$ cat src/hw/rtl/rewp_pkg.sv
package rewp_pkg;

    // widths of the word fields
    localparam int WORD_W   = 32;
    localparam int AMP_W    = 14;
    localparam int CNT_W    = 32;
    localparam int SLOT_W   = 12;
    localparam int STATUS_W = 2;
    localparam int CHAN_W   = 5;

    // amplitude store depth, 8 to 32 entries
    localparam int CHANNEL_SLOTS = 8;
    localparam int CH_IDX_W      = $clog2(CHANNEL_SLOTS);
    localparam logic [CHAN_W:0] CH_LIMIT = (CHAN_W + 1)'(CHANNEL_SLOTS);

    // store entries that feed the result and the double-event check
    localparam int ENT_GRID_A = 6;
    localparam int ENT_WIRE_A = 2;
    localparam int ENT_GRID_B = 7;
    localparam int ENT_WIRE_B = 3;
    localparam int ENT_DBL_0  = 1;
    localparam int ENT_DBL_1  = 2;
    localparam int ENT_DBL_2  = 3;
    localparam int ENT_DBL_3  = 4;

    // word signatures in bits 31:30
    localparam logic [1:0] SIG_DATA   = 2'b00;
    localparam logic [1:0] SIG_HEADER = 2'b01;
    localparam logic [1:0] SIG_FOOTER = 2'b11;

    // result status codes
    localparam logic [STATUS_W-1:0] ST_EVENT      = 2'd0;
    localparam logic [STATUS_W-1:0] ST_DATA_ERR   = 2'd1;
    localparam logic [STATUS_W-1:0] ST_FOOTER_ERR = 2'd2;

    // configuration port
    localparam int PADDR_W = 3;
    localparam int PDATA_W = 32;
    localparam logic [PADDR_W-3:0] REG_DOUBLE_THRESHOLD = '0;
    localparam logic [AMP_W-1:0]   THRESHOLD_RESET      = 14'd150;

    typedef logic [WORD_W-1:0]   word_t;
    typedef logic [AMP_W-1:0]    amp_t;
    typedef logic [CNT_W-1:0]    cnt_t;
    typedef logic [STATUS_W-1:0] status_t;

    typedef struct packed {
        amp_t double_threshold;
    } cfg_t;

endpackage

$ cat src/hw/rtl/rewp_ifs.sv
// readout word channel
interface rewp_in_if;
    logic           valid;
    logic           ready;
    rewp_pkg::word_t data_word;

    modport source (output valid, output data_word, input ready);
    modport sink   (input valid, input data_word, output ready);
endinterface

// result word channel
interface rewp_out_if;
    logic              valid;
    logic              ready;
    rewp_pkg::status_t status;
    rewp_pkg::amp_t    grid_a;
    rewp_pkg::amp_t    wire_a;
    rewp_pkg::amp_t    grid_b;
    rewp_pkg::amp_t    wire_b;
    logic              double_event;
    rewp_pkg::cnt_t    event_total;
    rewp_pkg::cnt_t    double_total;
    rewp_pkg::cnt_t    error_total;
    rewp_pkg::cnt_t    words_seen;

    modport source (output valid, output status, output grid_a, output wire_a,
                    output grid_b, output wire_b, output double_event,
                    output event_total, output double_total, output error_total,
                    output words_seen, input ready);
    modport sink   (input valid, input status, input grid_a, input wire_a,
                    input grid_b, input wire_b, input double_event,
                    input event_total, input double_total, input error_total,
                    input words_seen, output ready);
endinterface

$ cat src/hw/rtl/rewp_regs.sv
module rewp_regs (
    input  logic                          clk,
    input  logic                          rst_n,
    input  logic                          psel,
    input  logic                          penable,
    input  logic                          pwrite,
    input  logic [rewp_pkg::PADDR_W-1:0]  paddr,
    input  logic [rewp_pkg::PDATA_W-1:0]  pwdata,
    output logic [rewp_pkg::PDATA_W-1:0]  prdata,
    output logic                          pready,
    output rewp_pkg::cfg_t                cfg
);
    import rewp_pkg::*;

    amp_t               threshold_reg;
    logic               wr_en;
    logic [PADDR_W-3:0] reg_idx;

    // word address decode
    assign reg_idx = paddr[PADDR_W-1:2];
    assign wr_en   = psel && penable && pwrite;
    assign pready  = 1'b1;

    // threshold register
    always_ff @(posedge clk or negedge rst_n)
    begin
        if (!rst_n)
        begin
            threshold_reg <= THRESHOLD_RESET;
        end
        else if (wr_en && (reg_idx == REG_DOUBLE_THRESHOLD))
        begin
            threshold_reg <= pwdata[AMP_W-1:0];
        end
    end

    // read back
    always_comb
    begin
        prdata = '0;
        unique case (reg_idx)
            REG_DOUBLE_THRESHOLD: prdata = PDATA_W'(threshold_reg);
            default:              prdata = '0;
        endcase
    end

    assign cfg.double_threshold = threshold_reg;

endmodule

$ cat src/hw/rtl/readout_event_word_parser_core.sv
// a result word is registered and appears in the cycle after the word that causes it
// throughput: one word per cycle unless stalled; the parser state and the amplitude
//   store update in the same cycle the word is accepted, so words stream back to back
// input stalls only while the single result register is full and not being taken
// reset (rst_n, asynchronous, active low): idle awaiting header, store and counters
//   zero, threshold 150
module readout_event_word_parser_core (
    input  logic                          clk,
    input  logic                          rst_n,
    rewp_in_if.sink                       word_in,
    rewp_out_if.source                    result_out,
    input  logic                          psel,
    input  logic                          penable,
    input  logic                          pwrite,
    input  logic [rewp_pkg::PADDR_W-1:0]  paddr,
    input  logic [rewp_pkg::PDATA_W-1:0]  pwdata,
    output logic [rewp_pkg::PDATA_W-1:0]  prdata,
    output logic                          pready
);
    import rewp_pkg::*;

    typedef enum logic [2:0] {
        PH_IDLE   = 3'b001,
        PH_DATA   = 3'b010,
        PH_FOOTER = 3'b100
    } phase_t;

    cfg_t cfg;

    phase_t              phase_reg,  phase_next;
    logic [SLOT_W-1:0]   slots_reg,  slots_next;
    amp_t                store_reg   [CHANNEL_SLOTS];
    amp_t                store_next  [CHANNEL_SLOTS];
    cnt_t                event_cnt_reg,  event_cnt_next;
    cnt_t                double_cnt_reg, double_cnt_next;
    cnt_t                error_cnt_reg,  error_cnt_next;
    cnt_t                word_cnt_reg,   word_cnt_next;

    logic                res_valid_reg, res_valid_next;
    status_t             status_reg,    status_next;
    amp_t                grid_a_reg,    grid_a_next;
    amp_t                wire_a_reg,    wire_a_next;
    amp_t                grid_b_reg,    grid_b_next;
    amp_t                wire_b_reg,    wire_b_next;
    logic                dbl_reg,       dbl_next;
    cnt_t                ev_tot_reg,    dbl_tot_reg, err_tot_reg, seen_reg;

    logic                accept;
    logic                produce;
    logic [1:0]          sig;
    logic [CHAN_W-1:0]   chan;
    logic [SLOT_W-1:0]   n_words;
    logic                dbl_hit;

    // configuration registers
    rewp_regs u_regs (
        .clk     (clk),
        .rst_n   (rst_n),
        .psel    (psel),
        .penable (penable),
        .pwrite  (pwrite),
        .paddr   (paddr),
        .pwdata  (pwdata),
        .prdata  (prdata),
        .pready  (pready),
        .cfg     (cfg)
    );

    // handshake: take a word whenever the result register is free or draining
    assign word_in.ready = !res_valid_reg || result_out.ready;
    assign accept        = word_in.valid && word_in.ready;

    // word fields
    assign sig     = word_in.data_word[31:30];
    assign chan    = word_in.data_word[20:16];
    assign n_words = word_in.data_word[SLOT_W-1:0];

    // double event when entries one to four all exceed the threshold
    assign dbl_hit = (store_reg[ENT_DBL_0] > cfg.double_threshold) &&
                     (store_reg[ENT_DBL_1] > cfg.double_threshold) &&
                     (store_reg[ENT_DBL_2] > cfg.double_threshold) &&
                     (store_reg[ENT_DBL_3] > cfg.double_threshold);

    // parser next state
    always_comb
    begin
        phase_next      = phase_reg;
        slots_next      = slots_reg;
        store_next      = store_reg;
        event_cnt_next  = event_cnt_reg;
        double_cnt_next = double_cnt_reg;
        error_cnt_next  = error_cnt_reg;
        word_cnt_next   = word_cnt_reg;
        produce         = 1'b0;
        status_next     = ST_EVENT;
        grid_a_next     = '0;
        wire_a_next     = '0;
        grid_b_next     = '0;
        wire_b_next     = '0;
        dbl_next        = 1'b0;

        if (accept)
        begin
            word_cnt_next = word_cnt_reg + 1'b1;
            unique case (phase_reg)
                PH_IDLE:
                begin
                    if (sig == SIG_HEADER)
                    begin
                        for (int i = 0; i < CHANNEL_SLOTS; i++)
                        begin
                            store_next[i] = '0;
                        end
                        slots_next = (n_words != '0) ? n_words - 1'b1 : '0;
                        phase_next = (n_words > SLOT_W'(1)) ? PH_DATA : PH_FOOTER;
                    end
                end
                PH_DATA:
                begin
                    if (sig != SIG_DATA)
                    begin
                        error_cnt_next = error_cnt_reg + 1'b1;
                        produce        = 1'b1;
                        status_next    = ST_DATA_ERR;
                    end
                    else if ({1'b0, chan} < CH_LIMIT)
                    begin
                        store_next[chan[CH_IDX_W-1:0]] = word_in.data_word[AMP_W-1:0];
                    end
                    slots_next = slots_reg - 1'b1;
                    if (slots_next == '0)
                    begin
                        phase_next = PH_FOOTER;
                    end
                end
                default:
                begin
                    // footer slot
                    phase_next = PH_IDLE;
                    produce    = 1'b1;
                    if (sig != SIG_FOOTER)
                    begin
                        error_cnt_next = error_cnt_reg + 1'b1;
                        status_next    = ST_FOOTER_ERR;
                    end
                    else
                    begin
                        event_cnt_next = event_cnt_reg + 1'b1;
                        if (dbl_hit)
                        begin
                            double_cnt_next = double_cnt_reg + 1'b1;
                        end
                        status_next = ST_EVENT;
                        grid_a_next = store_reg[ENT_GRID_A];
                        wire_a_next = store_reg[ENT_WIRE_A];
                        grid_b_next = store_reg[ENT_GRID_B];
                        wire_b_next = store_reg[ENT_WIRE_B];
                        dbl_next    = dbl_hit;
                    end
                end
            endcase
        end
    end

    // result valid
    always_comb
    begin
        res_valid_next = res_valid_reg;
        if (accept && produce)
        begin
            res_valid_next = 1'b1;
        end
        else if (result_out.ready)
        begin
            res_valid_next = 1'b0;
        end
    end

    // parser state and counters
    always_ff @(posedge clk or negedge rst_n)
    begin
        if (!rst_n)
        begin
            phase_reg      <= PH_IDLE;
            slots_reg      <= '0;
            event_cnt_reg  <= '0;
            double_cnt_reg <= '0;
            error_cnt_reg  <= '0;
            word_cnt_reg   <= '0;
            res_valid_reg  <= 1'b0;
            for (int i = 0; i < CHANNEL_SLOTS; i++)
            begin
                store_reg[i] <= '0;
            end
        end
        else
        begin
            phase_reg      <= phase_next;
            slots_reg      <= slots_next;
            event_cnt_reg  <= event_cnt_next;
            double_cnt_reg <= double_cnt_next;
            error_cnt_reg  <= error_cnt_next;
            word_cnt_reg   <= word_cnt_next;
            res_valid_reg  <= res_valid_next;
            store_reg      <= store_next;
        end
    end

    // result payload
    always_ff @(posedge clk)
    begin
        if (accept && produce)
        begin
            status_reg  <= status_next;
            grid_a_reg  <= grid_a_next;
            wire_a_reg  <= wire_a_next;
            grid_b_reg  <= grid_b_next;
            wire_b_reg  <= wire_b_next;
            dbl_reg     <= dbl_next;
            ev_tot_reg  <= event_cnt_next;
            dbl_tot_reg <= double_cnt_next;
            err_tot_reg <= error_cnt_next;
            seen_reg    <= word_cnt_next;
        end
    end

    // result word
    assign result_out.valid        = res_valid_reg;
    assign result_out.status       = status_reg;
    assign result_out.grid_a       = grid_a_reg;
    assign result_out.wire_a       = wire_a_reg;
    assign result_out.grid_b       = grid_b_reg;
    assign result_out.wire_b       = wire_b_reg;
    assign result_out.double_event = dbl_reg;
    assign result_out.event_total  = ev_tot_reg;
    assign result_out.double_total = dbl_tot_reg;
    assign result_out.error_total  = err_tot_reg;
    assign result_out.words_seen   = seen_reg;

endmodule
$ cat src/flat_wrapper.sv
// flat-port wrapper written by rule: the top's interface ports become plain ports
module readout_event_word_parser_core_flat import rewp_pkg::*;
  (clk, rst_n, psel, penable, pwrite, paddr, pwdata, prdata, pready, word_in_valid, word_in_data_word, word_in_ready, result_out_valid, result_out_status, result_out_grid_a, result_out_wire_a, result_out_grid_b, result_out_wire_b, result_out_double_event, result_out_event_total, result_out_double_total, result_out_error_total, result_out_words_seen, result_out_ready);
  rewp_in_if word_in_i ();
  rewp_out_if result_out_i ();
  input  logic clk;
  input  logic rst_n;
  input  logic psel;
  input  logic penable;
  input  logic pwrite;
  input  logic [rewp_pkg::PADDR_W-1:0] paddr;
  input  logic [rewp_pkg::PDATA_W-1:0] pwdata;
  output logic [rewp_pkg::PDATA_W-1:0] prdata;
  output logic pready;
  input wire logic [$bits(word_in_i.valid)-1:0] word_in_valid;
  input wire logic [$bits(word_in_i.data_word)-1:0] word_in_data_word;
  output wire logic [$bits(word_in_i.ready)-1:0] word_in_ready;
  output wire logic [$bits(result_out_i.valid)-1:0] result_out_valid;
  output wire logic [$bits(result_out_i.status)-1:0] result_out_status;
  output wire logic [$bits(result_out_i.grid_a)-1:0] result_out_grid_a;
  output wire logic [$bits(result_out_i.wire_a)-1:0] result_out_wire_a;
  output wire logic [$bits(result_out_i.grid_b)-1:0] result_out_grid_b;
  output wire logic [$bits(result_out_i.wire_b)-1:0] result_out_wire_b;
  output wire logic [$bits(result_out_i.double_event)-1:0] result_out_double_event;
  output wire logic [$bits(result_out_i.event_total)-1:0] result_out_event_total;
  output wire logic [$bits(result_out_i.double_total)-1:0] result_out_double_total;
  output wire logic [$bits(result_out_i.error_total)-1:0] result_out_error_total;
  output wire logic [$bits(result_out_i.words_seen)-1:0] result_out_words_seen;
  input wire logic [$bits(result_out_i.ready)-1:0] result_out_ready;
  assign word_in_i.valid = word_in_valid;
  assign word_in_i.data_word = word_in_data_word;
  assign word_in_ready = word_in_i.ready;
  assign result_out_valid = result_out_i.valid;
  assign result_out_status = result_out_i.status;
  assign result_out_grid_a = result_out_i.grid_a;
  assign result_out_wire_a = result_out_i.wire_a;
  assign result_out_grid_b = result_out_i.grid_b;
  assign result_out_wire_b = result_out_i.wire_b;
  assign result_out_double_event = result_out_i.double_event;
  assign result_out_event_total = result_out_i.event_total;
  assign result_out_double_total = result_out_i.double_total;
  assign result_out_error_total = result_out_i.error_total;
  assign result_out_words_seen = result_out_i.words_seen;
  assign result_out_i.ready = result_out_ready;
  readout_event_word_parser_core u_core (.clk(clk), .rst_n(rst_n), .word_in(word_in_i), .result_out(result_out_i), .psel(psel), .penable(penable), .pwrite(pwrite), .paddr(paddr), .pwdata(pwdata), .prdata(prdata), .pready(pready));
endmodule
$ cat config.mk
export PLATFORM = sky130hd
export DESIGN_NAME = readout_event_word_parser_core_flat
export DESIGN_NICKNAME = d
export VERILOG_FILES = /design/src/hw/rtl/rewp_pkg.sv /design/src/hw/rtl/rewp_ifs.sv /design/src/hw/rtl/rewp_regs.sv /design/src/hw/rtl/readout_event_word_parser_core.sv /design/src/flat_wrapper.sv
export SDC_FILE = /design/constraint.sdc
export NUM_CORES = 1
export LEC_CHECK = 0
export BUFFER_PORTS_ARGS = -buffer_cell sky130_fd_sc_hd__buf_2
export CAP_MARGIN = 20
export CORE_ASPECT_RATIO = 0.75
export CORE_UTILIZATION = 61
export CTS_CLUSTER_DIAMETER = 100
export DETAILED_ROUTE_END_ITERATION = 7
export GPL_ROUTABILITY_DRIVEN = 0
export GPL_TIMING_DRIVEN = 0
export PLACE_DENSITY = 0.86
export SKIP_CTS_REPAIR_TIMING = 1
export SYNTH_ARGS = -nofsm -noshare
export SYNTH_HDL_FRONTEND = slang
export SYNTH_SLANG_ARGS = --single-unit
$ cat constraint.sdc
create_clock -name clk -period 9.3 [get_ports clk]
set_input_delay 1.395 -clock clk [delete_from_list [all_inputs] [get_ports clk]]
set_output_delay 1.395 -clock clk [all_outputs]
set_load 0.02 [all_outputs]
==> results.json <==
{
  "status": "completed",
  "path_class": "in2reg",
  "register_area_mm2": 0.0117,
  "dieArea_mm2": 0.0311,
  "drc": 0,
  "clockBufferDepth": 3,
  "drt_iter0_markers": 1339,
  "drv_slew": 0,
  "synth_edf_count": 187,
  "reg2reg_from": "u_core.u_regs.cfg[7]$_DFFE_PN1P_",
  "rsz0062_at_grt": "false",
  "antenna_left": 0,
  "synthesis.area_mm2": 0.0185,
  "ys_seq_elements": 429,
  "final_cell_mix": "buf_2, dfrtp_1, edfxtp_1, nand2_1, a32o_1",
  "grt_pass1_vias": 12928,
  "synth.distinct_cells": 65,
  "ir_drop_v": 0.000140,
  "async_reset_ff_frac": 0.564,
  "wl_per_cell_um": 20.6,
  "dp_cells": 2082,
  "slew_headroom": 0.425,
  "grt.total_usage": 0.291,
  "largest_reg_flops": 84,
  "die_x_um": 203,
  "numCtsBuffers": 41,
  "routed_wl_mm": 44.6,
  "fin_cells": 2161,
  "cts-root-buf": "clkbuf_16",
  "synth_warnings": 0,
  "syn_avg_cell_area_um2": 12.9,
  "num_rows": 54,
  "grt_antenna_before_repair": 3,
  "cp_data_required_time_ps": 9570,
  "drv_cap": 0,
  "worstSetupEndpointType": "register",
  "syn2layout_area_growth_pct": 17.7,
  "fin_crit_sh": 0.384,
  "synth_ff_type": "dfrtp_1",
  "crit_path_start_kind": "input pin",
  "via_count": 13176,
  "coreArea_mm2": 0.0295,
  "p_per_area_mw_per_mm2": 248,
  "tns_ps": 0,
  "ys_seq_area_frac": 0.631,
  "setup_viol": 0,
  "numClockSinks": 429,
  "clkTransAtPathRegs_ps": 60,
  "worstPathArrival_ps": 3840,
  "overflow": 0,
  "synth_top_area_cell": "dfrtp_1",
  "multi_input_area_mm2": 0.00633,
  "fmax_mhz": 280,
  "grt_max_degree": 137,
  "layout-drive-gt1-share": 0.210,
  "grt_pass1_wl_mm": 70.5,
  "yosys.area.top_type_share": 0.320,
  "tightest_slew_ps": 856,
  "fin_worst_skew_ps": 22.9,
  "dp_hpwl_mm": 31.4,
  "layout.nets": 1871,
  "netlist_instances": 1436,
  "io_pins": 296,
  "crit_fanout": 10,
  "viasPerCell": 6.10,
  "worstHoldPathType": "reg2reg",
  "insertion_delay_ps": 550,
  "io_buffers": 234,
  "start_util": 0.628,
  "fin_crit_ps": 3570,
  "worstHoldStart": "u_core.event_cnt_reg[31]$_DFF_PN0_",
  "synth_area_leaders": "dfrtp_1, edfxtp_1, a32o_1",
  "die_y_um": 153,
  "cts_max_level": 2,
  "p_leak_nw": 9.65,
  "final_common_cell": "buf_2",
  "hold_viol": 0,
  "crit_start": "result_out_ready",
  "firstDrtPassIters": 5,
  "fillers": 1909,
  "cts_tree": "done"
}
==> critical path, stage by stage <==
cell and delay [ps]:
buf_2 80, nand2b_1 100, buf_2 240, nand2_1 150, buf_2 250, nor4_2 790
nand4_1 410, nor3_1 300, xor2_1 130
==> power by group <==
group	total (mW)	internal (mW)	leakage (nW)	switching [mW]
combinational	1.18	0.353	3.87	0.827
sequential	2.46	2.32	5.08	0.143
clock	1.76	1.05	0.707	0.708
total	5.40	3.73	9.65	1.68
==> per-stage QoR <==
stage / hold slack, ps / setup slack, ps / total power [mW] / instance area [um2] / utilization
2_1_floorplan: 432 / 2370 / 3.25 / 18600 / -
3_3_place_gp: 447 / 727 / 3.64 / 20200 / 0.687
3_5_place_dp: 454 / 5260 / 3.66 / 20300 / 0.690
4_1_cts: 467 / 5780 / 5.41 / 21800 / 0.739
5_1_grt: 478 / 5510 / 5.61 / 21800 / 0.739
6_report: 464 / 5730 / 5.40 / 21800 / 0.739
==> area by class of cell <==
cell class                      instances  share of cell area
Antenna cell                            3            0.000345
Buffer                                 82              0.0185
Clock buffer                           60              0.0579
Clock inverter                         16             0.00821
Inverter                               44             0.00793
Multi-Input combinational cell        898               0.290
Sequential cell                       429               0.536
Tap cell                              392              0.0225
Timing Repair Buffer                  237              0.0580
==> routing by layer <==
| metal | share of wire | routed length, um | track usage |
|---|---|---|---|
| met1 | 0.44 | 19400 | 0.427 |
| met2 | 0.45 | 20100 | 0.443 |
| met3 | 0.085 | 3810 | 0.0554 |
| met4 | 0.028 | 1260 | 0.0960 |
| met5 | 0 | 0 | 0 |
==> kinds of logic after synthesis <==
group,share of synthesized area
adders and majority gates,0.0433
and+or+nand+nor,0.133
xor gates and xnor gates,0.0634
other,0.000406
buffers and inverters,0.0307
AOI/OAI and AO/OA,0.0879
DFF,0.631
muxes,0.0103
==> synth_stat cells, types with 4 or more instances <==
library cell  instances
dfrtp_1             237
nand2_1              88
buf_4                23
nor4_1               33
nand2b_1              9
o21ai_0              42
nor2_1               77
a32o_1               87
a31oi_1               4
and3_1               19
o22ai_1               4
nand4_1              37
nor4b_1               5
nor3_1               26
ha_1                 64
edfxtp_1            187
buf_2                 7
xnor2_1              62
dfstp_2               5
a22o_1                5
nand3_1              55
o31ai_1               5
mux2_2               17
a21o_1                4
or2_2                 4
clkbuf_1             51
a21oi_1              24
inv_1                44
and4_1               13
and2_1               62
nor2_2                4
xor2_1               72
a211oi_1              4
or3_1                 6
and2_0                4
==> final timing paths <==
path	slack, ps	endpoint	depth (start not counted)
min in group asynchronous	720	u_core.slots_reg[8]$_DFFE_PN0P_	1
max in group asynchronous	7300	u_core.event_cnt_reg[31]$_DFF_PN0_	3
hold / removal	460	u_core.event_cnt_reg[31]$_DFF_PN0_	1
hold reg to reg	460	u_core.event_cnt_reg[31]$_DFF_PN0_	1
setup reg to reg	5740	u_core.result_out.double_total[1]$_DFFE_PP_	8
setup / recovery	5730	u_core.result_out.error_total[25]$_DFFE_PP_	9
No activity file was read; power rests on OpenSTA's default activity.
